==> config.mk <==
export PLATFORM = sky130hd
export DESIGN_NAME = svg_path_point_tracker_core_flat
export DESIGN_NICKNAME = d
export VERILOG_FILES = /design/src/design/sppt_pkg.sv /design/src/design/sppt_intf.sv /design/src/design/svg_path_point_tracker_core.sv /design/src/design/sppt_point_unit.sv /design/src/flat_wrapper.sv
export SDC_FILE = /design/constraint.sdc
export NUM_CORES = 1
export LEC_CHECK = 0
export BUFFER_PORTS_ARGS = -buffer_cell sky130_fd_sc_hd__buf_2
export CAP_MARGIN = 40
export CORE_MARGIN = 5
export CORE_UTILIZATION = 24
export DETAILED_ROUTE_END_ITERATION = 10
export GPL_ROUTABILITY_DRIVEN = 1
export PLACE_DENSITY = 0.38
export SLEW_MARGIN = 20
export SYNTH_ARGS = -nofsm -noshare
export SYNTH_HDL_FRONTEND = slang
export SYNTH_HIERARCHICAL = 1
export SYNTH_SLANG_ARGS = --single-unit
==> constraint.sdc <==
create_clock -name clk_i -period 6.07 [get_ports clk_i]
set_input_delay 0.9105 -clock clk_i [delete_from_list [all_inputs] [get_ports clk_i]]
set_output_delay 0.9105 -clock clk_i [all_outputs]
set_load 0.02 [all_outputs]
==> src/design/sppt_pkg.sv <==
// sppt_pkg: shared types, constants and the command decoder of the
// svg path point tracker. No dependencies.
`timescale 1ns / 1ps
`default_nettype none

package sppt_pkg;

  // field widths fixed by the stream format
  localparam int unsigned IN_WIDTH       = 32;
  localparam int unsigned OUT_WIDTH      = 32;
  localparam int unsigned CHAR_WIDTH     = 8;
  localparam int unsigned CNT_WIDTH      = 3;
  localparam int unsigned COORD_WIDTH_DEF = 32;

  // arc parameter groups: seven values, end point at index five and six
  localparam logic [CNT_WIDTH-1:0] ARC_GROUP   = 3'd7;
  localparam logic [CNT_WIDTH-1:0] ARC_X_INDEX = 3'd5;
  localparam logic [CNT_WIDTH-1:0] ARC_Y_INDEX = 3'd6;

  // op codes of a request
  localparam logic OP_COMMAND = 1'b0;
  localparam logic OP_PARAM   = 1'b1;

  // command letters
  localparam logic [CHAR_WIDTH-1:0] CHAR_M_ABS = "M";
  localparam logic [CHAR_WIDTH-1:0] CHAR_L_ABS = "L";
  localparam logic [CHAR_WIDTH-1:0] CHAR_C_ABS = "C";
  localparam logic [CHAR_WIDTH-1:0] CHAR_S_ABS = "S";
  localparam logic [CHAR_WIDTH-1:0] CHAR_Q_ABS = "Q";
  localparam logic [CHAR_WIDTH-1:0] CHAR_T_ABS = "T";
  localparam logic [CHAR_WIDTH-1:0] CHAR_M_REL = "m";
  localparam logic [CHAR_WIDTH-1:0] CHAR_L_REL = "l";
  localparam logic [CHAR_WIDTH-1:0] CHAR_C_REL = "c";
  localparam logic [CHAR_WIDTH-1:0] CHAR_S_REL = "s";
  localparam logic [CHAR_WIDTH-1:0] CHAR_Q_REL = "q";
  localparam logic [CHAR_WIDTH-1:0] CHAR_T_REL = "t";
  localparam logic [CHAR_WIDTH-1:0] CHAR_H_ABS = "H";
  localparam logic [CHAR_WIDTH-1:0] CHAR_H_REL = "h";
  localparam logic [CHAR_WIDTH-1:0] CHAR_V_ABS = "V";
  localparam logic [CHAR_WIDTH-1:0] CHAR_V_REL = "v";
  localparam logic [CHAR_WIDTH-1:0] CHAR_A_ABS = "A";
  localparam logic [CHAR_WIDTH-1:0] CHAR_A_REL = "a";

  typedef enum logic [3:0] {
    CLS_IGNORE,
    CLS_ABS_PAIR,
    CLS_REL_PAIR,
    CLS_H_ABS,
    CLS_H_REL,
    CLS_V_ABS,
    CLS_V_REL,
    CLS_ARC_ABS,
    CLS_ARC_REL
  } cls_e;

  // control going into the point unit
  typedef struct packed {
    cls_e                 cls;
    logic [CNT_WIDTH-1:0] cnt;
  } sppt_ctrl_t;

  // control coming back from the point unit
  typedef struct packed {
    logic                 emit;
    logic [CNT_WIDTH-1:0] cnt;
  } sppt_step_t;

  // command letter to class
  function automatic cls_e classify(logic [CHAR_WIDTH-1:0] ch);
    cls_e cls;
    unique case (ch)
      CHAR_M_ABS, CHAR_L_ABS, CHAR_C_ABS,
      CHAR_S_ABS, CHAR_Q_ABS, CHAR_T_ABS: cls = CLS_ABS_PAIR;
      CHAR_M_REL, CHAR_L_REL, CHAR_C_REL,
      CHAR_S_REL, CHAR_Q_REL, CHAR_T_REL: cls = CLS_REL_PAIR;
      CHAR_H_ABS: cls = CLS_H_ABS;
      CHAR_H_REL: cls = CLS_H_REL;
      CHAR_V_ABS: cls = CLS_V_ABS;
      CHAR_V_REL: cls = CLS_V_REL;
      CHAR_A_ABS: cls = CLS_ARC_ABS;
      CHAR_A_REL: cls = CLS_ARC_REL;
      default:    cls = CLS_IGNORE;
    endcase
    return cls;
  endfunction

endpackage

`default_nettype wire

==> src/design/sppt_intf.sv <==
// sppt_req_if / sppt_res_if: valid-ready stream channels of the tracker.
// Depends on sppt_pkg for field widths.
`timescale 1ns / 1ps
`default_nettype none

interface sppt_req_if
  import sppt_pkg::*;
();
  logic                         valid;
  logic                         ready;
  logic                         op;
  logic [CHAR_WIDTH-1:0]        command_char;
  logic signed [IN_WIDTH-1:0]   value;

  modport source (output valid, output op, output command_char, output value, input ready);
  modport sink   (input valid, input op, input command_char, input value, output ready);
endinterface

interface sppt_res_if
  import sppt_pkg::*;
();
  logic                         valid;
  logic                         ready;
  logic signed [OUT_WIDTH-1:0]  point_x;
  logic signed [OUT_WIDTH-1:0]  point_y;

  modport source (output valid, output point_x, output point_y, input ready);
  modport sink   (input valid, input point_x, input point_y, output ready);
endinterface

`default_nettype wire

==> src/design/svg_path_point_tracker_core.sv <==
// svg_path_point_tracker_core: top level of the svg path point tracker.
// Depends on sppt_pkg, sppt_intf (req/res channels) and sppt_point_unit.
//
//  channel | dir | modport           | payload
//  req_i   | in  | sppt_req_if.sink  | op, command_char, value (Q16.16)
//  res_o   | out | sppt_res_if.source| point_x, point_y (Q16.16, saturated)
//
// one request per cycle sustained while no stalled result holds back a request that makes a point
// a point passes one input register, then one result register, around the point unit
// reset clears the last point, held x, parameter count and command class
// a stalled result holds the result register; the input register still empties
// for requests that make no point, so commands keep flowing under a stall
`timescale 1ns / 1ps
`default_nettype none

module svg_path_point_tracker_core
  import sppt_pkg::*;
#(
  parameter int unsigned CoordWidth = COORD_WIDTH_DEF
) (
  input  wire          clk_i,
  input  wire          rst_ni,
  sppt_req_if.sink     req_i,
  sppt_res_if.source   res_o
);

  localparam int unsigned EW = (CoordWidth > IN_WIDTH) ? CoordWidth : IN_WIDTH;
  localparam logic signed [EW-1:0] CMAX =
    EW'(signed'({1'b0, {(CoordWidth-1){1'b1}}}));
  localparam logic signed [EW-1:0] CMIN = ~CMAX;
  localparam logic signed [EW-1:0] OMAX =
    EW'(signed'({1'b0, {(OUT_WIDTH-1){1'b1}}}));
  localparam logic signed [EW-1:0] OMIN = ~OMAX;

  // input register
  logic                    s1_valid_q;
  logic                    s1_op_q;
  logic [CHAR_WIDTH-1:0]   s1_ch_q;
  logic [CoordWidth-1:0]   s1_val_q;

  // tracker state
  logic [CoordWidth-1:0]   last_x_q;
  logic [CoordWidth-1:0]   last_y_q;
  logic [CoordWidth-1:0]   held_q;
  logic [CNT_WIDTH-1:0]    cnt_q;
  cls_e                    cls_q;

  // result register
  logic                    out_valid_q;
  logic [OUT_WIDTH-1:0]    out_x_q;
  logic [OUT_WIDTH-1:0]    out_y_q;

  logic signed [EW-1:0]    val_ext;
  logic [CoordWidth-1:0]   val_clamped;
  sppt_ctrl_t              ctrl;
  sppt_step_t              step;
  logic [CoordWidth-1:0]   held_d;
  logic [CoordWidth-1:0]   nx;
  logic [CoordWidth-1:0]   ny;
  logic signed [EW-1:0]    nx_ext;
  logic signed [EW-1:0]    ny_ext;
  logic [OUT_WIDTH-1:0]    out_x_d;
  logic [OUT_WIDTH-1:0]    out_y_d;
  logic                    s1_emit;
  logic                    out_free;
  logic                    s1_fire;
  logic                    req_fire;

  // clamp the incoming value to the coordinate range
  assign val_ext = EW'(req_i.value);
  always_comb begin
    if (val_ext > CMAX) begin
      val_clamped = CMAX[CoordWidth-1:0];
    end else if (val_ext < CMIN) begin
      val_clamped = CMIN[CoordWidth-1:0];
    end else begin
      val_clamped = val_ext[CoordWidth-1:0];
    end
  end

  // point unit
  assign ctrl.cls = cls_q;
  assign ctrl.cnt = cnt_q;

  sppt_point_unit #(
    .CoordWidth (CoordWidth)
  ) u_point_unit (
    .ctrl_i    (ctrl),
    .held_i    (held_q),
    .last_x_i  (last_x_q),
    .last_y_i  (last_y_q),
    .value_i   (s1_val_q),
    .step_o    (step),
    .held_o    (held_d),
    .point_x_o (nx),
    .point_y_o (ny)
  );

  // clamp the point to the output field range
  assign nx_ext = EW'(signed'(nx));
  assign ny_ext = EW'(signed'(ny));
  always_comb begin
    if (nx_ext > OMAX) begin
      out_x_d = OMAX[OUT_WIDTH-1:0];
    end else if (nx_ext < OMIN) begin
      out_x_d = OMIN[OUT_WIDTH-1:0];
    end else begin
      out_x_d = nx_ext[OUT_WIDTH-1:0];
    end
    if (ny_ext > OMAX) begin
      out_y_d = OMAX[OUT_WIDTH-1:0];
    end else if (ny_ext < OMIN) begin
      out_y_d = OMIN[OUT_WIDTH-1:0];
    end else begin
      out_y_d = ny_ext[OUT_WIDTH-1:0];
    end
  end

  // handshake
  assign s1_emit     = (s1_op_q == OP_PARAM) && step.emit;
  assign out_free    = !out_valid_q || res_o.ready;
  assign s1_fire     = s1_valid_q && (!s1_emit || out_free);
  assign req_i.ready = !s1_valid_q || s1_fire;
  assign req_fire    = req_i.valid && req_i.ready;

  assign res_o.valid   = out_valid_q;
  assign res_o.point_x = out_x_q;
  assign res_o.point_y = out_y_q;

  // input register valid
  always_ff @(posedge clk_i or negedge rst_ni) begin
    if (!rst_ni) begin
      s1_valid_q <= 1'b0;
    end else if (req_i.ready) begin
      s1_valid_q <= req_i.valid;
    end
  end

  // input register payload
  always_ff @(posedge clk_i) begin
    if (req_fire) begin
      s1_op_q  <= req_i.op;
      s1_ch_q  <= req_i.command_char;
      s1_val_q <= val_clamped;
    end
  end

  // tracker state update
  always_ff @(posedge clk_i or negedge rst_ni) begin
    if (!rst_ni) begin
      last_x_q <= '0;
      last_y_q <= '0;
      held_q   <= '0;
      cnt_q    <= '0;
      cls_q    <= CLS_IGNORE;
    end else if (s1_fire) begin
      if (s1_op_q == OP_COMMAND) begin
        cls_q <= classify(s1_ch_q);
        cnt_q <= '0;
      end else begin
        cnt_q  <= step.cnt;
        held_q <= held_d;
        if (step.emit) begin
          last_x_q <= nx;
          last_y_q <= ny;
        end
      end
    end
  end

  // result register valid
  always_ff @(posedge clk_i or negedge rst_ni) begin
    if (!rst_ni) begin
      out_valid_q <= 1'b0;
    end else if (s1_fire && s1_emit) begin
      out_valid_q <= 1'b1;
    end else if (res_o.ready) begin
      out_valid_q <= 1'b0;
    end
  end

  // result register payload
  always_ff @(posedge clk_i) begin
    if (s1_fire && s1_emit) begin
      out_x_q <= out_x_d;
      out_y_q <= out_y_d;
    end
  end

endmodule

`default_nettype wire

==> src/design/sppt_point_unit.sv <==
// sppt_point_unit: next point, held x and parameter count for one parameter.
// Pure combinational; depends on sppt_pkg.
`timescale 1ns / 1ps
`default_nettype none

module sppt_point_unit
  import sppt_pkg::*;
#(
  parameter int unsigned CoordWidth = COORD_WIDTH_DEF
) (
  input  sppt_ctrl_t             ctrl_i,
  input  logic [CoordWidth-1:0]  held_i,
  input  logic [CoordWidth-1:0]  last_x_i,
  input  logic [CoordWidth-1:0]  last_y_i,
  input  logic [CoordWidth-1:0]  value_i,
  output sppt_step_t             step_o,
  output logic [CoordWidth-1:0]  held_o,
  output logic [CoordWidth-1:0]  point_x_o,
  output logic [CoordWidth-1:0]  point_y_o
);

  localparam logic [CoordWidth-1:0] CMAX = {1'b0, {(CoordWidth-1){1'b1}}};
  localparam logic [CoordWidth-1:0] CMIN = {1'b1, {(CoordWidth-1){1'b0}}};

  // signed add clamped to the coordinate range
  function automatic logic [CoordWidth-1:0] sat_add(logic [CoordWidth-1:0] a,
                                                    logic [CoordWidth-1:0] b);
    logic [CoordWidth:0] s;
    s = {a[CoordWidth-1], a} + {b[CoordWidth-1], b};
    if (s[CoordWidth] != s[CoordWidth-1]) begin
      return s[CoordWidth] ? CMIN : CMAX;
    end
    return s[CoordWidth-1:0];
  endfunction

  logic [CoordWidth-1:0]  x_addend;
  logic [CoordWidth-1:0]  sum_x;
  logic [CoordWidth-1:0]  sum_y;
  logic [CNT_WIDTH:0]     arc_next;

  // two shared saturating adders
  assign x_addend = (ctrl_i.cls == CLS_H_REL) ? value_i : held_i;
  assign sum_x    = sat_add(last_x_i, x_addend);
  assign sum_y    = sat_add(last_y_i, value_i);
  assign arc_next = {1'b0, ctrl_i.cnt} + {{CNT_WIDTH{1'b0}}, 1'b1};

  // per-class point update
  always_comb begin
    step_o.emit = 1'b0;
    step_o.cnt  = ctrl_i.cnt;
    held_o      = held_i;
    point_x_o   = last_x_i;
    point_y_o   = last_y_i;
    unique case (ctrl_i.cls)
      CLS_ABS_PAIR, CLS_REL_PAIR: begin
        if (ctrl_i.cnt == '0) begin
          held_o     = value_i;
          step_o.cnt = {{(CNT_WIDTH-1){1'b0}}, 1'b1};
        end else begin
          step_o.cnt  = '0;
          step_o.emit = 1'b1;
          point_x_o   = (ctrl_i.cls == CLS_ABS_PAIR) ? held_i  : sum_x;
          point_y_o   = (ctrl_i.cls == CLS_ABS_PAIR) ? value_i : sum_y;
        end
      end
      CLS_H_ABS: begin
        step_o.emit = 1'b1;
        point_x_o   = value_i;
      end
      CLS_H_REL: begin
        step_o.emit = 1'b1;
        point_x_o   = sum_x;
      end
      CLS_V_ABS: begin
        step_o.emit = 1'b1;
        point_y_o   = value_i;
      end
      CLS_V_REL: begin
        step_o.emit = 1'b1;
        point_y_o   = sum_y;
      end
      CLS_ARC_ABS, CLS_ARC_REL: begin
        if (ctrl_i.cnt == ARC_X_INDEX) begin
          held_o = value_i;
        end else if (ctrl_i.cnt == ARC_Y_INDEX) begin
          step_o.emit = 1'b1;
          point_x_o   = (ctrl_i.cls == CLS_ARC_ABS) ? held_i  : sum_x;
          point_y_o   = (ctrl_i.cls == CLS_ARC_ABS) ? value_i : sum_y;
        end
        step_o.cnt = (arc_next >= {1'b0, ARC_GROUP}) ? '0 : arc_next[CNT_WIDTH-1:0];
      end
      default: begin
        step_o.emit = 1'b0;
      end
    endcase
  end

endmodule

`default_nettype wire

==> src/flat_wrapper.sv <==
// flat-port wrapper written by rule: the top's interface ports become plain ports
module svg_path_point_tracker_core_flat import sppt_pkg::*;
#(
  parameter int unsigned CoordWidth = COORD_WIDTH_DEF
)
  (clk_i, rst_ni, req_i_valid, req_i_op, req_i_command_char, req_i_value, req_i_ready, res_o_valid, res_o_point_x, res_o_point_y, res_o_ready);
  sppt_req_if req_i_i ();
  sppt_res_if res_o_i ();
  input  wire clk_i;
  input  wire rst_ni;
  input wire logic [$bits(req_i_i.valid)-1:0] req_i_valid;
  input wire logic [$bits(req_i_i.op)-1:0] req_i_op;
  input wire logic [$bits(req_i_i.command_char)-1:0] req_i_command_char;
  input wire logic [$bits(req_i_i.value)-1:0] req_i_value;
  output wire logic [$bits(req_i_i.ready)-1:0] req_i_ready;
  output wire logic [$bits(res_o_i.valid)-1:0] res_o_valid;
  output wire logic [$bits(res_o_i.point_x)-1:0] res_o_point_x;
  output wire logic [$bits(res_o_i.point_y)-1:0] res_o_point_y;
  input wire logic [$bits(res_o_i.ready)-1:0] res_o_ready;
  assign req_i_i.valid = req_i_valid;
  assign req_i_i.op = req_i_op;
  assign req_i_i.command_char = req_i_command_char;
  assign req_i_i.value = req_i_value;
  assign req_i_ready = req_i_i.ready;
  assign res_o_valid = res_o_i.valid;
  assign res_o_point_x = res_o_i.point_x;
  assign res_o_point_y = res_o_i.point_y;
  assign res_o_i.ready = res_o_ready;
  svg_path_point_tracker_core #(.CoordWidth(CoordWidth)) u_core (.clk_i(clk_i), .rst_ni(rst_ni), .req_i(req_i_i), .res_o(res_o_i));
endmodule
* Word level (Yosys, flattened, before mapping) *
Cells that the tools add are included.

storage, ports and cells
  flip-flop bits (word level) = 210
  input bits = 45
  output and inout port bits = 66
  word-level logic and storage cells = 116

operators by class
  $add $sub $neg = 3
  magnitude comparators = 7
  equality and inequality tests = 33
  mux-type cells = 38
  bitwise operators = 1
  reductions and logical operators = 22

operators with widths
  cell                                                                   count
  32-bit 2-to-1 mux                                                      22
  32-bit one-hot mux with 4 select lines                                 2
  8-bit by 7-bit == test with 1-bit output, second input constant        18
  32-bit greater-than comparator, second input constant                  3
  32-bit less-than comparator, second input constant                     3
  32-bit by 32-bit adder with 33-bit output                              2
  32-bit one-hot mux with 2 select lines                                 1
  4-bit one-hot mux with 8 select lines                                  1
  4-bit by 3-bit == test with 1-bit output, second input constant        4
  6-bit OR reduction                                                     2
  4-bit by 2-bit == test with 1-bit output, second input constant        2
  1-bit 2-to-1 mux                                                       8
  3-bit == test, second input constant                                   2
  3-bit 2-to-1 mux                                                       2
  3-bit one-hot mux with 2 select lines                                  1
  5-bit AND reduction                                                    1
  3-bit by 1-bit adder with 4-bit output, second input constant          1
  4-bit by 1-bit == test with 1-bit output, second input constant        1
  4-bit == test, second input constant                                   1
  4-bit by 3-bit >= comparator with 1-bit output, second input constant  1
  1-bit logical AND                                                      4
  2-bit != test, second input constant                                   2
  2-bit AND reduction                                                    2
  2-bit nonzero test                                                     2
  other kinds (10)                                                       16

* Depth between registers and ports, before layout *
Gate-level depths: netlist of the first run.

  depth in word-level cells = 12
  depth in mapped cells = 20
  mapped depth without buffers = 16

* Cells and area by module *
The synthesis of the first run kept the hierarchy.

by module, submodules not included
  module                       times used  cells each  area each (um^2)  seq. area each (um^2)
  svg_path_point_tracker_core  1           464         7890.1            5780.5
  sppt_point_unit              1           1010        7071.8            0.0

* Least setup slack after synthesis of the first run *
OpenSTA, ideal clock, no wires.

  kind = register -> register
  start = register u_core.cls_q[1]
  end = register u_core.last_x_q[29]
  library setup time = 125 ps
  data arrival time = 4670 ps
  required time = 5945 ps
  path slack = 1275 ps
  cell stages (with the launch flop) = 19
  buffers on the path = 4
  clock period less this slack = 4795 ps
  cell sequence = dfrtp_1 > clkbuf_1 > clkbuf_1 > nor3_1 > clkbuf_1 > mux2_2 > ha_1 > inv_1 > fa_1 > nor2b_1 > o31a_1 > o41ai_1 > or3_1 > a2111o_1 > a21oi_2 > nor3_1 > clkbuf_1 > o41a_1 > mux2_4

on the way
  longest elaborated chain between the ends = 10
  elaborated cells between the ends (all ways) = 30
  those cells by class = add/sub (1); eq/ne (9); mux (12); reduce/logical (8)

ends and longest elaborated chain
  element                                                       line                                          text
  start, declared                                               svg_path_point_tracker_core.sv:46             cls_e cls_q;
  start signal, assigned                                        svg_path_point_tracker_core.sv:158            cls_q <= classify(s1_ch_q);
  4-bit by 3-bit == test with 1-bit output                      sppt_point_unit.sv:42, sppt_point_unit.sv:54
  32-bit 2-to-1 mux                                             sppt_point_unit.sv:42                         assign x_addend = (ctrl_i.cls == CLS_H_REL) ? value_i : held_i;
  32-bit by 32-bit adder with 33-bit output                     sppt_point_unit.sv:29                         s = {a[CoordWidth-1], a} + {b[CoordWidth-1], b};
  32-bit 2-to-1 mux / 1-bit != test (equally long branches)     sppt_point_unit.sv:31, sppt_point_unit.sv:30
  32-bit 2-to-1 mux / 1-bit 2-to-1 mux (equally long branches)  sppt_point_unit.sv:30                         if (s[CoordWidth] != s[CoordWidth-1]) begin
  32-bit 2-to-1 mux                                             sppt_point_unit.sv:33                         return s[CoordWidth-1:0];
  32-bit 2-to-1 mux                                             sppt_point_unit.sv:87                         point_x_o = (ctrl_i.cls == CLS_ARC_ABS) ? held_i : sum_x;
  32-bit 2-to-1 mux                                             sppt_point_unit.sv:85                         end else if (ctrl_i.cnt == ARC_Y_INDEX) begin
  32-bit 2-to-1 mux                                             sppt_point_unit.sv:83                         if (ctrl_i.cnt == ARC_X_INDEX) begin
  32-bit one-hot mux with 4 select lines (*)                    sppt_point_unit.sv:54                         unique case (ctrl_i.cls)
  net u_core.nx[29]                                             svg_path_point_tracker_core.sv:58             logic [CoordWidth-1:0] nx;
  end signal, assigned                                          svg_path_point_tracker_core.sv:164            last_x_q <= nx;
  end, declared                                                 svg_path_point_tracker_core.sv:42             logic [CoordWidth-1:0] last_x_q;

The timed path passes the listed nets; every way through them passes the cells marked *. The select of a mux whose other input is x is not followed.
A chain may end at the register's enable or synchronous reset.

* Final worst setup path of the first run *
  start = register u_core.cls_q[3]
  end = register u_core.last_x_q[0]

The elaborated chain is that of the path after synthesis.

==> results of run 1 <==
==> Yosys cell counts, drive strengths merged (4+ instances only) <==
master	instances	area (sq um)
a211oi	21	157.7
nand2b	13	81.33
buf	19	231.5
nor2b	11	68.82
edfxtp	105	3153
mux2i	4	52.55
o21bai	7	52.55
clkbuf	150	563.0
dfrtp	105	2628
xnor2	29	254.0
maj3	4	40.04
and3	11	68.82
nand3	27	140.1
nor4	4	25.02
and4	5	43.79
or2	5	31.28
a22oi	10	75.07
o21a	10	75.07
xor2	20	175.2
nand2	109	419.2
and2	17	106.4
a221oi	19	166.4
a21o	41	307.8
nor2	54	210.2
mux2	162	2012
o31ai	35	262.8
a31oi	16	100.1
a31o	4	35.03
a211o	5	43.79
ha	68	850.8
a222oi	32	320.3
o21ai	89	456.7
nand4	6	37.54
a21boi	8	60.06
or3	9	56.30
a21oi	84	435.4
nand3b	5	37.54
inv	33	123.9
a221o	25	250.2
o211ai	11	96.34
a22o	5	43.79
nor3	33	175.2
==> worst reg2reg max path, stage by stage (launching register included) <==
cell and delay, ns:
dfrtp_1 0.56, nand2b_1 0.26, nor3_2 0.21, buf_12 0.28, mux2_2 0.38, ha_1 0.21, inv_1 0.07, fa_1 0.17
nor2b_1 0.07, o31a_1 0.27, o41ai_1 0.51, or3_1 0.26, a2111o_1 0.24, a21oi_2 0.13, or4_1 0.47, nand2_2 0.30
buf_12 0.22, o211ai_1 0.14, mux2_4 0.29
==> state kept, by name, indices dropped and copies added (netlist names) <==
register              flops
u_core/last_x_q          32
u_core/s1_val_q          32
u_core/cls_q              4
u_core/res_o.point_y     32
u_core/s1_valid_q         1
u_core/held_q            32
u_core/s1_op_q            1
u_core/res_o.point_x     32
u_core/s1_ch_q            8
u_core/last_y_q          32
u_core/cnt_q              3
u_core/res_o.valid        1
==> layout make-up <==
| cell class | count | area (sq um) |
|---|---|---|
| clock buffer | 32 | 737.0 |
| clock inverter | 19 | 260.3 |
| fill | 6558 | 44600 |
| inverter | 33 | 123.9 |
| multi-input combinational | 1062 | 8295 |
| sequential | 210 | 5781 |
| tap | 837 | 1047 |
| timing repair buffer | 140 | 869.6 |
==> power by group through the flow <==
| stage | Combinational (uW) | Sequential [uW] | Clock [uW] |
|---|---|---|---|
| 6_report | 1040 | 1830 | 1820 |
| 5_1_grt | 1160 | 1850 | 1930 |
| 4_1_cts | 1050 | 1830 | 1890 |
| 3_5_place_dp | 1040 | 1850 | 0 |
| 3_3_place_gp | 1030 | 1860 | 0 |
| 2_1_floorplan | 825 | 1770 | 0 |
==> cells by family (layout without fill, tap and decap cells) <==
family | count (synthesis) | after routing
adder cells (fa/ha/maj) | 74 | 74
multiplexers | 166 | 166
XOR/XNOR | 49 | 49
flip-flops | 210 | 210
buffers and inverters | 202 | 224
AO/OA/AOI/OAI | 452 | 452
AND/OR/NAND/NOR | 321 | 321
==> how the worst min path moves through the flow <==
stage	slack (ns)	start	endpoint	cells past startpoint
after floorplan	0.45	u_core/cls_q[1]	u_core/cls_q[1]	2
after global placement	0.53	u_core/last_y_q[31]	u_core/last_y_q[31]	1
after detailed placement	0.54	u_core/last_x_q[21]	u_core/last_x_q[21]	1
after CTS	0.44	rst_ni	u_core/last_y_q[9]	2
after global routing	0.45	rst_ni	u_core/last_y_q[10]	2
final	0.40	rst_ni	u_core/last_y_q[10]	2
==> per-stage QoR <==
stage | cells | hold WS, ns | utilization
after floorplan | 1474 | 0.4537 | -
after global placement | 2274 | 0.5251 | 0.2595
after detailed placement | 2281 | 0.5358 | 0.2607
after CTS | 2332 | 0.4376 | 0.2769
after global routing | 2333 | 0.4519 | 0.2773
final | 2333 | 0.3961 | 0.2773
==> metal layers <==
layer	vias to the layer above	GRT usage	wire [microns]
li1	5573	-	-
met1	5802	0.2068	24410
met2	304	0.2190	21730
met3	50	0.02301	2386
met4	0	0.04007	1436
met5	-	0	0
==> flow_metrics.env, run 1 <==
export IMPL_clock_latency_ns=0.57
export IMPL_power_switching_uw=1420
export IMPL_drc=0
export IMPL_startpoint="u_core/cls_q[3]"
export IMPL_slowest_stage="dfrtp_1"
export IMPL_ir_drop_v=0.0002243
export IMPL_power_total_uw=4685
export IMPL_grt_pass1_wl_mm=75.74
export IMPL_die_y_microns=259.7
export IMPL_seqPwrFrac=0.390
export IMPL_clk_pin_slew_worst_paths_ns=0.06
export IMPL_drtIter0Drc=894
export IMPL_synth_top_family_by_area="compound AO/OA/AOI/OAI gates"
export IMPL_synth_sequential_area_ratio=0.3864
export IMPL_crit_type="reg2reg"
export IMPL_clock_power_share=0.387
export IMPL_crit_arrival_ns=5.61
export IMPL_p_leak_uw=0.007157
export IMPL_fin_area_sq_um=17110
export IMPL_grt_max_degree=106
export IMPL_grt_pass1_vias=11840
export IMPL_coreArea_sq_um=61710
export IMPL_synth_area_sq_um=14960
export IMPL_fin_skew_ns=0.01766
export IMPL_cts_resized_gates=0
export IMPL_layout_common_cells="buf_2, mux2_2, nand2_1"
export IMPL_cap_violations=0
export IMPL_tns_ns=0
export IMPL_power_density_nw_per_um2=273.8
export IMPL_reg2reg_depth=18
export IMPL_status="finished, final reports clean"
export IMPL_area_delta_synth_final_pct=14.38
export IMPL_path_buf_inv=3
export IMPL_vias=11730
export IMPL_synthAdderAreaFrac=0.06222
export IMPL_start_util=0.2424
export IMPL_fin_crit_sh=0.8489
export IMPL_synth_compound_gate_area_share=0.2161
export IMPL_cts_root_buf="clkbuf_16"
export IMPL_async_flop_share=0.5000
export IMPL_setup_viol=0
export IMPL_synthMuxAreaShare=0.1380
export IMPL_die_area_sq_um=67430
export IMPL_r2r_start="u_core/cls_q[3]"
export IMPL_crit_chain="nand2b_1, nor3_2, buf_12, mux2_2, ha_1, inv_1, fa_1, nor2b_1, o31a_1, o41ai_1, or3_1, a2111o_1, a21oi_2, or4_1, nand2_2, buf_12, o211ai_1, mux2_4"
export IMPL_via_per_inst=5.027
export IMPL_synth_xor_area_frac=0.02868
export IMPL_gr_total_overflow=0
export IMPL_slowest_delay_ns=0.56
export IMPL_required_ns=6.53
export IMPL_chipWidth_microns=259.7
export IMPL_cts_buffers=28
export IMPL_hold_viol=0
export IMPL_tritoncts="yes"
export IMPL_cp_top_family="simple AND/OR/NAND/NOR gates"
export IMPL_crit_path_end_kind="flip-flop"
export IMPL_reg2reg_to="u_core/last_x_q[0]"
export IMPL_cts_hold_buffers=0
export IMPL_n_antenna_cell=0
export IMPL_io_buffer_count=110
export IMPL_post_drt_wl_per_cell_microns=21.41
export IMPL_routed_wl_mm=49.96
export IMPL_synth_main_ff_cell="edfxtp_1"
export IMPL_cts_sinks=210
export IMPL_drive_gt1_frac=0.2547
export IMPL_post_route_min_period_ns=5.153
export IMPL_synth_fp_nets=1589
export IMPL_final_common_cell="buf_2"
export IMPL_setup_ws_ns=0.9174
export IMPL_crit_path_end="u_core/last_x_q[0]"
export IMPL_track_usage=0.1424
export IMPL_antenna_found_initial=0
export IMPL_critPathMaxFanout=32
export IMPL_nets=1590
export IMPL_place_hpwl_mm=35.20
export IMPL_fmax_mhz=194.1
export IMPL_gp_congestion=0.8405
export IMPL_r2r_slack_ns=0.92
export IMPL_synthesis_instances=1474
export IMPL_relSlewSlack=0.4562
export IMPL_dp_slack_ns=0.9164
export IMPL_ant_nets=0
export IMPL_hp_class="in2async"
export IMPL_postCtsSetupBuffers=0
export IMPL_internal_power_uw=3266
export IMPL_synthSimpleGateAreaFrac=0.1073
export IMPL_firstDrtPassIters=5
export IMPL_p_sw_frac=0.3030
export IMPL_io_pins=111
export IMPL_synth_warnings=6
export IMPL_worst_slew_pin_slew_ns=0.7986
export IMPL_synth_edf_count=105
export IMPL_cp_start_kind="flip-flop"
export IMPL_ys_ff_latch=210
export IMPL_cp_depth=18
export IMPL_pwr_share_comb=0.223
export IMPL_h_tree_depth=1
export IMPL_crit_top_cell="buf_12"
export IMPL_cts_max_path_buffers=3
export IMPL_rsz0062_at_grt="no"
export IMPL_postPlaceCellArea_sq_um=16090
export IMPL_core_rowCount=91
export IMPL_slew_violations=0
export IMPL_synth_avg_cell_area_sq_um=10.15
export IMPL_synth_cell_types=87
No activity file was read; power rests on OpenSTA's default activity.
==> run 2, diff against run 1 <==
- PLACE_DENSITY: 0.38 -> 0.39
- clock period: 6.07 -> 4.3 ns (I/O delays scaled with it)
==> run 2 against run 1 <==
Net effect:
- die area is the same
- first-iteration DRC count increased by 3.8%
- register-to-register slack worse by 0.81 ns
- design area is 14% higher
- critical path depth is 1 higher
- count of clock-buffer cells in the layout rose by 1
- largest power group unchanged
- hold slack worse by 0.27 ns
- clock power rose by 34%
- cell count is 8.0% higher
- highest routed layer unchanged
- non-clock buffer count rose by 186
==> flow_metrics.env, run 2 (synthesis results as in run 1) <==
export IMPL_cts_buffers=28
export IMPL_drc=0
export IMPL_cts_hold_buffers=0
export IMPL_drive_gt1_frac=0.3904
export IMPL_r2r_slack_ns=0.11
export IMPL_required_ns=4.75
export IMPL_core_rowCount=91
export IMPL_clock_latency_ns=0.57
export IMPL_chipWidth_microns=259.7
export IMPL_cp_top_family="simple AND/OR/NAND/NOR gates"
export IMPL_post_route_min_period_ns=4.192
export IMPL_slew_violations=0
export IMPL_rsz0062_at_grt="yes"
export IMPL_crit_top_cell="mux2_4"
export IMPL_p_leak_uw=0.008241
export IMPL_highest_layer="met4"
export IMPL_h_tree_depth=1
export IMPL_hp_class="in2async"
export IMPL_hold_slack_ns=0.1276
export IMPL_cts_sinks=210
export IMPL_routed_wl_mm=53.52
export IMPL_power_density_nw_per_um2=369.2
export IMPL_layout_common_cells="buf_4, buf_2, nand2_1, dfrtp_1, edfxtp_1"
export IMPL_cts_root_buf="clkbuf_16"
export IMPL_nets=1776
export IMPL_tritoncts="yes"
export IMPL_die_y_microns=259.7
export IMPL_grt_pass1_wl_mm=79.90
export IMPL_hold_viol=0
export IMPL_fin_skew_ns=0.01151
export IMPL_cp_start_kind="flip-flop"
export IMPL_status="finished, final reports clean"
export IMPL_vias=12640
export IMPL_crit_type="reg2reg"
export IMPL_ant_nets=0
export IMPL_post_drt_wl_per_cell_microns=21.24
export IMPL_clk_pin_slew_worst_paths_ns=0.06
export IMPL_slowest_delay_ns=0.48
export IMPL_path_buf_inv=4
export IMPL_wl_met1_mm=24.83
export IMPL_setup_viol=0
export IMPL_io_pins=111
export IMPL_crit_chain="nand2b_4, nor3_4, buf_12, mux2_4, ha_4, inv_2, fa_2, nor2b_4, o31a_1, o41ai_2, or3_4, a2111o_1, a21oi_4, or4_4, nand2_8, buf_8, o31ai_4, buf_4, mux2_4"
export IMPL_area_delta_synth_final_pct=29.97
export IMPL_ir_drop_v=0.0003184
export IMPL_n_antenna_cell=0
export IMPL_dr_wl_met3_mm=2.925
export IMPL_dp_slack_ns=-0.4418
export IMPL_place_hpwl_mm=39.12
export IMPL_drtIter0Drc=928
export IMPL_via_per_inst=5.017
export IMPL_setup_ws_ns=0.1077
export IMPL_relSlewSlack=0.4736
export IMPL_final_common_cell="buf_4"
export IMPL_slowest_stage="or4_4"
export IMPL_gr_total_overflow=0
export IMPL_cap_violations=0
export IMPL_firstDrtPassIters=6
export IMPL_grt_max_degree=65
export IMPL_crit_path_end_kind="flip-flop"
export IMPL_grt_pass1_vias=12740
export IMPL_route_met2_wl_mm=23.82
export IMPL_worst_slew_pin_slew_ns=0.7896
export IMPL_fmax_mhz=238.5
export IMPL_gp_congestion=0.9243
export IMPL_die_area_sq_um=67430
export IMPL_antenna_found_initial=0
export IMPL_crit_arrival_ns=4.64
export IMPL_fin_crit_sh=0.9750
export IMPL_cts_max_path_buffers=3
export IMPL_start_util=0.2424
export IMPL_track_usage=0.1517
export IMPL_critPathMaxFanout=8
export IMPL_coreArea_sq_um=61710
export IMPL_io_buffer_count=110
## run 2: through the flow
stage / cell area [sq um] / total power, uW / utilization / std cells / TNS (ns)
2_1_floorplan: 15000 / 3671 / - / 1474 / -0.01679
3_3_place_gp: 17480 / 4441 / 0.2833 / 2455 / -15.28
3_5_place_dp: 17490 / 4456 / 0.2834 / 2456 / -18.53
4_1_cts: 18790 / 7061 / 0.3045 / 2510 / -0.06252
5_1_grt: 19450 / 7592 / 0.3151 / 2520 / -0.09309
6_report: 19450 / 7180 / 0.3151 / 2520 / 0
## run 2: layer usage
layer  up-vias  global-route usage
li1       5950                   -
met1      6258              0.2103
met2       364              0.2402
met3        72             0.02748
met4         0             0.04888
met5         -                   0
## run 2: worst reg2reg max path, cell delays in order (launching register included)
cell and delay [ns]:
dfrtp_1 0.38, nand2b_4 0.15, nor3_4 0.15, buf_12 0.15
mux2_4 0.31, ha_4 0.17, inv_2 0.05, fa_2 0.22
nor2b_4 0.05, o31a_1 0.30, o41ai_2 0.28, or3_4 0.21
a2111o_1 0.23, a21oi_4 0.11, or4_4 0.48, nand2_8 0.16
buf_8 0.18, o31ai_4 0.08, buf_4 0.16, mux2_4 0.25
## run 2: report_power, final
group | total (uW) | internal (uW) | switching (uW) | leakage, uW
sequential | 2570 | 2300 | 262 | 0.00245
clock | 2440 | 1480 | 962 | 0.000458
combinational | 2170 | 1150 | 1010 | 0.00534
## run 2: worst paths after layout
path	to	cells past startpoint	from
max	u_core/last_x_q[6]	19	u_core/cls_q[3]
min	u_core/last_y_q[10]	1	rst_ni
max reg2reg	u_core/last_x_q[6]	19	u_core/cls_q[3]
min reg2reg	u_core/last_y_q[6]	1	u_core/last_y_q[6]
max in group asynchronous	u_core/last_x_q[23]	2	rst_ni
min in group clk_i	u_core/s1_ch_q[6]	1	req_i_command_char[6]
## run 2: cell type report
| type | instances | area (sq um) |
|---|---|---|
| Clock buffer | 33 | 750.7 |
| Clock inverter | 19 | 206.4 |
| Fill cell | 6451 | 42270 |
| Inverter | 33 | 123.9 |
| Multi-Input combinational cell | 1062 | 9116 |
| Sequential cell | 210 | 5781 |
| Tap cell | 837 | 1047 |
| Timing Repair Buffer | 326 | 2421 |
## run 2: timing repair
| item | 4_1_cts | 5_1_grt |
|---|---|---|
| endpoints found under the setup margin | 61 | 71 |
| pin swaps | 11 | 12 |
| setup buffers | 4 | 12 |
| gates resized for setup | 61 | 94 |
| gates cloned | 1 | 2 |
==> run 3, diff against run 2 <==
==> constraint.sdc (replaced) <==
create_clock -name clk_i -period 4.3 [get_ports clk_i]
set_input_delay 0.43 -clock clk_i [delete_from_list [all_inputs] [get_ports clk_i]]
set_output_delay 0.43 -clock clk_i [all_outputs]
set_load 0.02 [all_outputs]
==> run 3 against run 2 <==
Net effect:
- cell count increased by 0.24%
- count of clock-buffer cells in the layout decreased by 1
- global-route usage rose by 0.27 points
- setup slack got worse by 0.075 ns
- register-to-register slack worse by 0.08 ns
- critical path type unchanged
==> flow_metrics.env, run 3 (synthesis results as in run 1) <==
export IMPL_status="finished, final reports clean"
export IMPL_setup_viol=0
export IMPL_die_y_microns=259.7
export IMPL_required_ns=4.75
export IMPL_hold_viol=0
export IMPL_crit_path_end_kind="flip-flop"
export IMPL_r2r_slack_ns=0.03
export IMPL_worst_slew_pin_slew_ns=0.7990
export IMPL_num_fill_cells=6383
export IMPL_crit_type="reg2reg"
export IMPL_dp_cells=2447
export IMPL_final_common_cell="buf_4"
export IMPL_via_per_inst=5.055
export IMPL_dp_slack_ns=-0.3498
export IMPL_io_buffer_count=110
export IMPL_grt_max_degree=65
export IMPL_core_rowCount=91
export IMPL_fin_crit_sh=0.9924
export IMPL_post_route_min_period_ns=4.267
export IMPL_area_delta_synth_final_pct=31.08
export IMPL_cts_max_path_buffers=3
export IMPL_track_usage=0.1544
export IMPL_layout_common_cells="buf_4, buf_2, nand2_1"
export IMPL_hp_class="in2reg"
export IMPL_routed_wl_mm=54.16
export IMPL_grt_pass1_vias=12880
export IMPL_rsz0062_at_grt="yes"
export IMPL_gp_congestion=0.8844
export IMPL_n_antenna_cell=0
export IMPL_whs_endpoint="u_core/s1_val_q[3]"
export IMPL_post_drt_wl_per_cell_microns=21.44
export IMPL_antenna_found_initial=0
export IMPL_power_density_nw_per_um2=364.5
export IMPL_grt_pass1_wl_mm=81.41
export IMPL_coreArea_sq_um=61710
export IMPL_r2r_start="u_core/cls_q[3]"
export IMPL_relSlewSlack=0.4617
export IMPL_reg2reg_depth=19
export IMPL_cap_violations=0
export IMPL_seqCellArea_sq_um=5781
export IMPL_reg2reg_to="u_core/last_x_q[0]"
export IMPL_clock_latency_ns=0.57
export IMPL_setup_ws_ns=0.03267
export IMPL_die_area_sq_um=67430
export IMPL_start_util=0.2424
export IMPL_hp_start="req_i_value[3]"
export IMPL_vias=12770
export IMPL_p_leak_uw=0.008302
export IMPL_nets=1783
export IMPL_holdPathStages=1
export IMPL_drc=0
export IMPL_ir_drop_v=0.0003742
export IMPL_cts_buffers=27
export IMPL_ant_nets=0
export IMPL_fmax_mhz=234.3
export IMPL_fin_skew_ns=0.02126
export IMPL_tritoncts="yes"
export IMPL_crit_arrival_ns=4.72
export IMPL_cts_root_buf="clkbuf_16"
export IMPL_chipWidth_microns=259.7
export IMPL_multi_input_area_sq_um=9189
export IMPL_firstDrtPassIters=6
export IMPL_h_tree_depth=1
export IMPL_io_pins=111
export IMPL_stdcell_count=2526
export IMPL_critPathMaxFanout=15
export IMPL_power_total_uw=7149
export IMPL_gr_total_overflow=0
export IMPL_drtIter0Drc=924
export IMPL_slew_violations=0
export IMPL_cts_sinks=210
export IMPL_hold_slack_ns=0.04681
export IMPL_cp_start_kind="flip-flop"
export IMPL_drive_gt1_frac=0.3777
export IMPL_clk_pin_slew_worst_paths_ns=0.06
export IMPL_final_core_util=0.3178
export IMPL_place_hpwl_mm=38.88
-- run 3: cell count changes in the layout (fill, tap and decap cells not counted), moves of 3 or more --
cell	change
clkbuf_16	-3
ha_4	-10
mux2_2	+10
buf_4	-13
nor3_4	+3
nor3_1	-5
o31ai_1	-3
mux2_4	-10
bufinv_16	+3
o31ai_2	-13
o21ai_1	+3
dlygate4sd3_1	+22
ha_1	+10
o31ai_4	+16
-- run 3: stage by stage --
stage	TNS, ns	area [sq um]
finish	0	19610
global route	-1.702	19610
CTS	0	18850
detailed placement	-15.42	17410
global placement	-10.84	17400
floorplan	-0.01679	15000
-- run 3: power by group --
group          internal [uW]  leakage [uW]  switching [uW]
clock                   1570      0.000467             927
combinational           1080       0.00539            1000
sequential              2300       0.00245             268
-- run 3: area by class of cell --
| type | count | area share |
|---|---|---|
| multi-input combinational | 1062 | 0.4685 |
| sequential | 210 | 0.2948 |
| timing repair buffer | 334 | 0.1276 |
| tap | 837 | 0.05340 |
| clock buffer | 32 | 0.03541 |
| clock inverter | 18 | 0.01397 |
| inverter | 33 | 0.006316 |
-- run 3: worst max path at each step --
| stage | from | to | slack, ns | depth (start not counted) |
|---|---|---|---|---|
| after global routing | u_core/cls_q[3] | u_core/last_x_q[0] | -0.15 | 19 |
| final | u_core/cls_q[3] | u_core/last_x_q[0] | 0.03 | 19 |
| after CTS | u_core/cls_q[3] | u_core/last_x_q[8] | 0.002 | 20 |
| after detailed placement | u_core/cls_q[3] | u_core/last_x_q[24] | -0.35 | 19 |
| after global placement | u_core/cls_q[3] | u_core/last_x_q[24] | -0.29 | 19 |
| after floorplan | u_core/cls_q[1] | u_core/last_x_q[29] | -0.02 | 18 |
-- run 3: critical path, cell delays in order (launching register included) --
cell and delay (ns):
dfrtp_1 0.37, nand2b_4 0.15, nor3_4 0.19, buf_12 0.16, buf_12 0.17, mux2_2 0.35
ha_1 0.29, buf_4 0.14, nand2_1 0.05, nor2_1 0.27, a21o_1 0.18, a211o_1 0.12
a31o_2 0.20, a21oi_4 0.06, or4_4 0.58, nand2_8 0.16, buf_12 0.16, o211ai_1 0.12
buf_4 0.16, mux2_4 0.25
-- run 3: repair_timing --
action | in CTS | in global routing
setup buffers | 5 | 12
setup endpoints to repair | 61 | 64
pin swaps | 13 | 33
endpoints found under the hold margin | 58 | 0
gates cloned | 1 | 2
resized for setup | 38 | 135
hold buffers | 22 | 0
-- run 3: per-layer routing --
layer  GRT usage  wire length, microns  vias up  share of wire
li1            -                     -     5965              -
met3     0.02184                  2781       73          0.051
met1      0.2139                 25020     6341           0.46
met2      0.2537                 24790      390           0.46
met5           0                     0        -              0
met4     0.04066                  1564        0          0.029
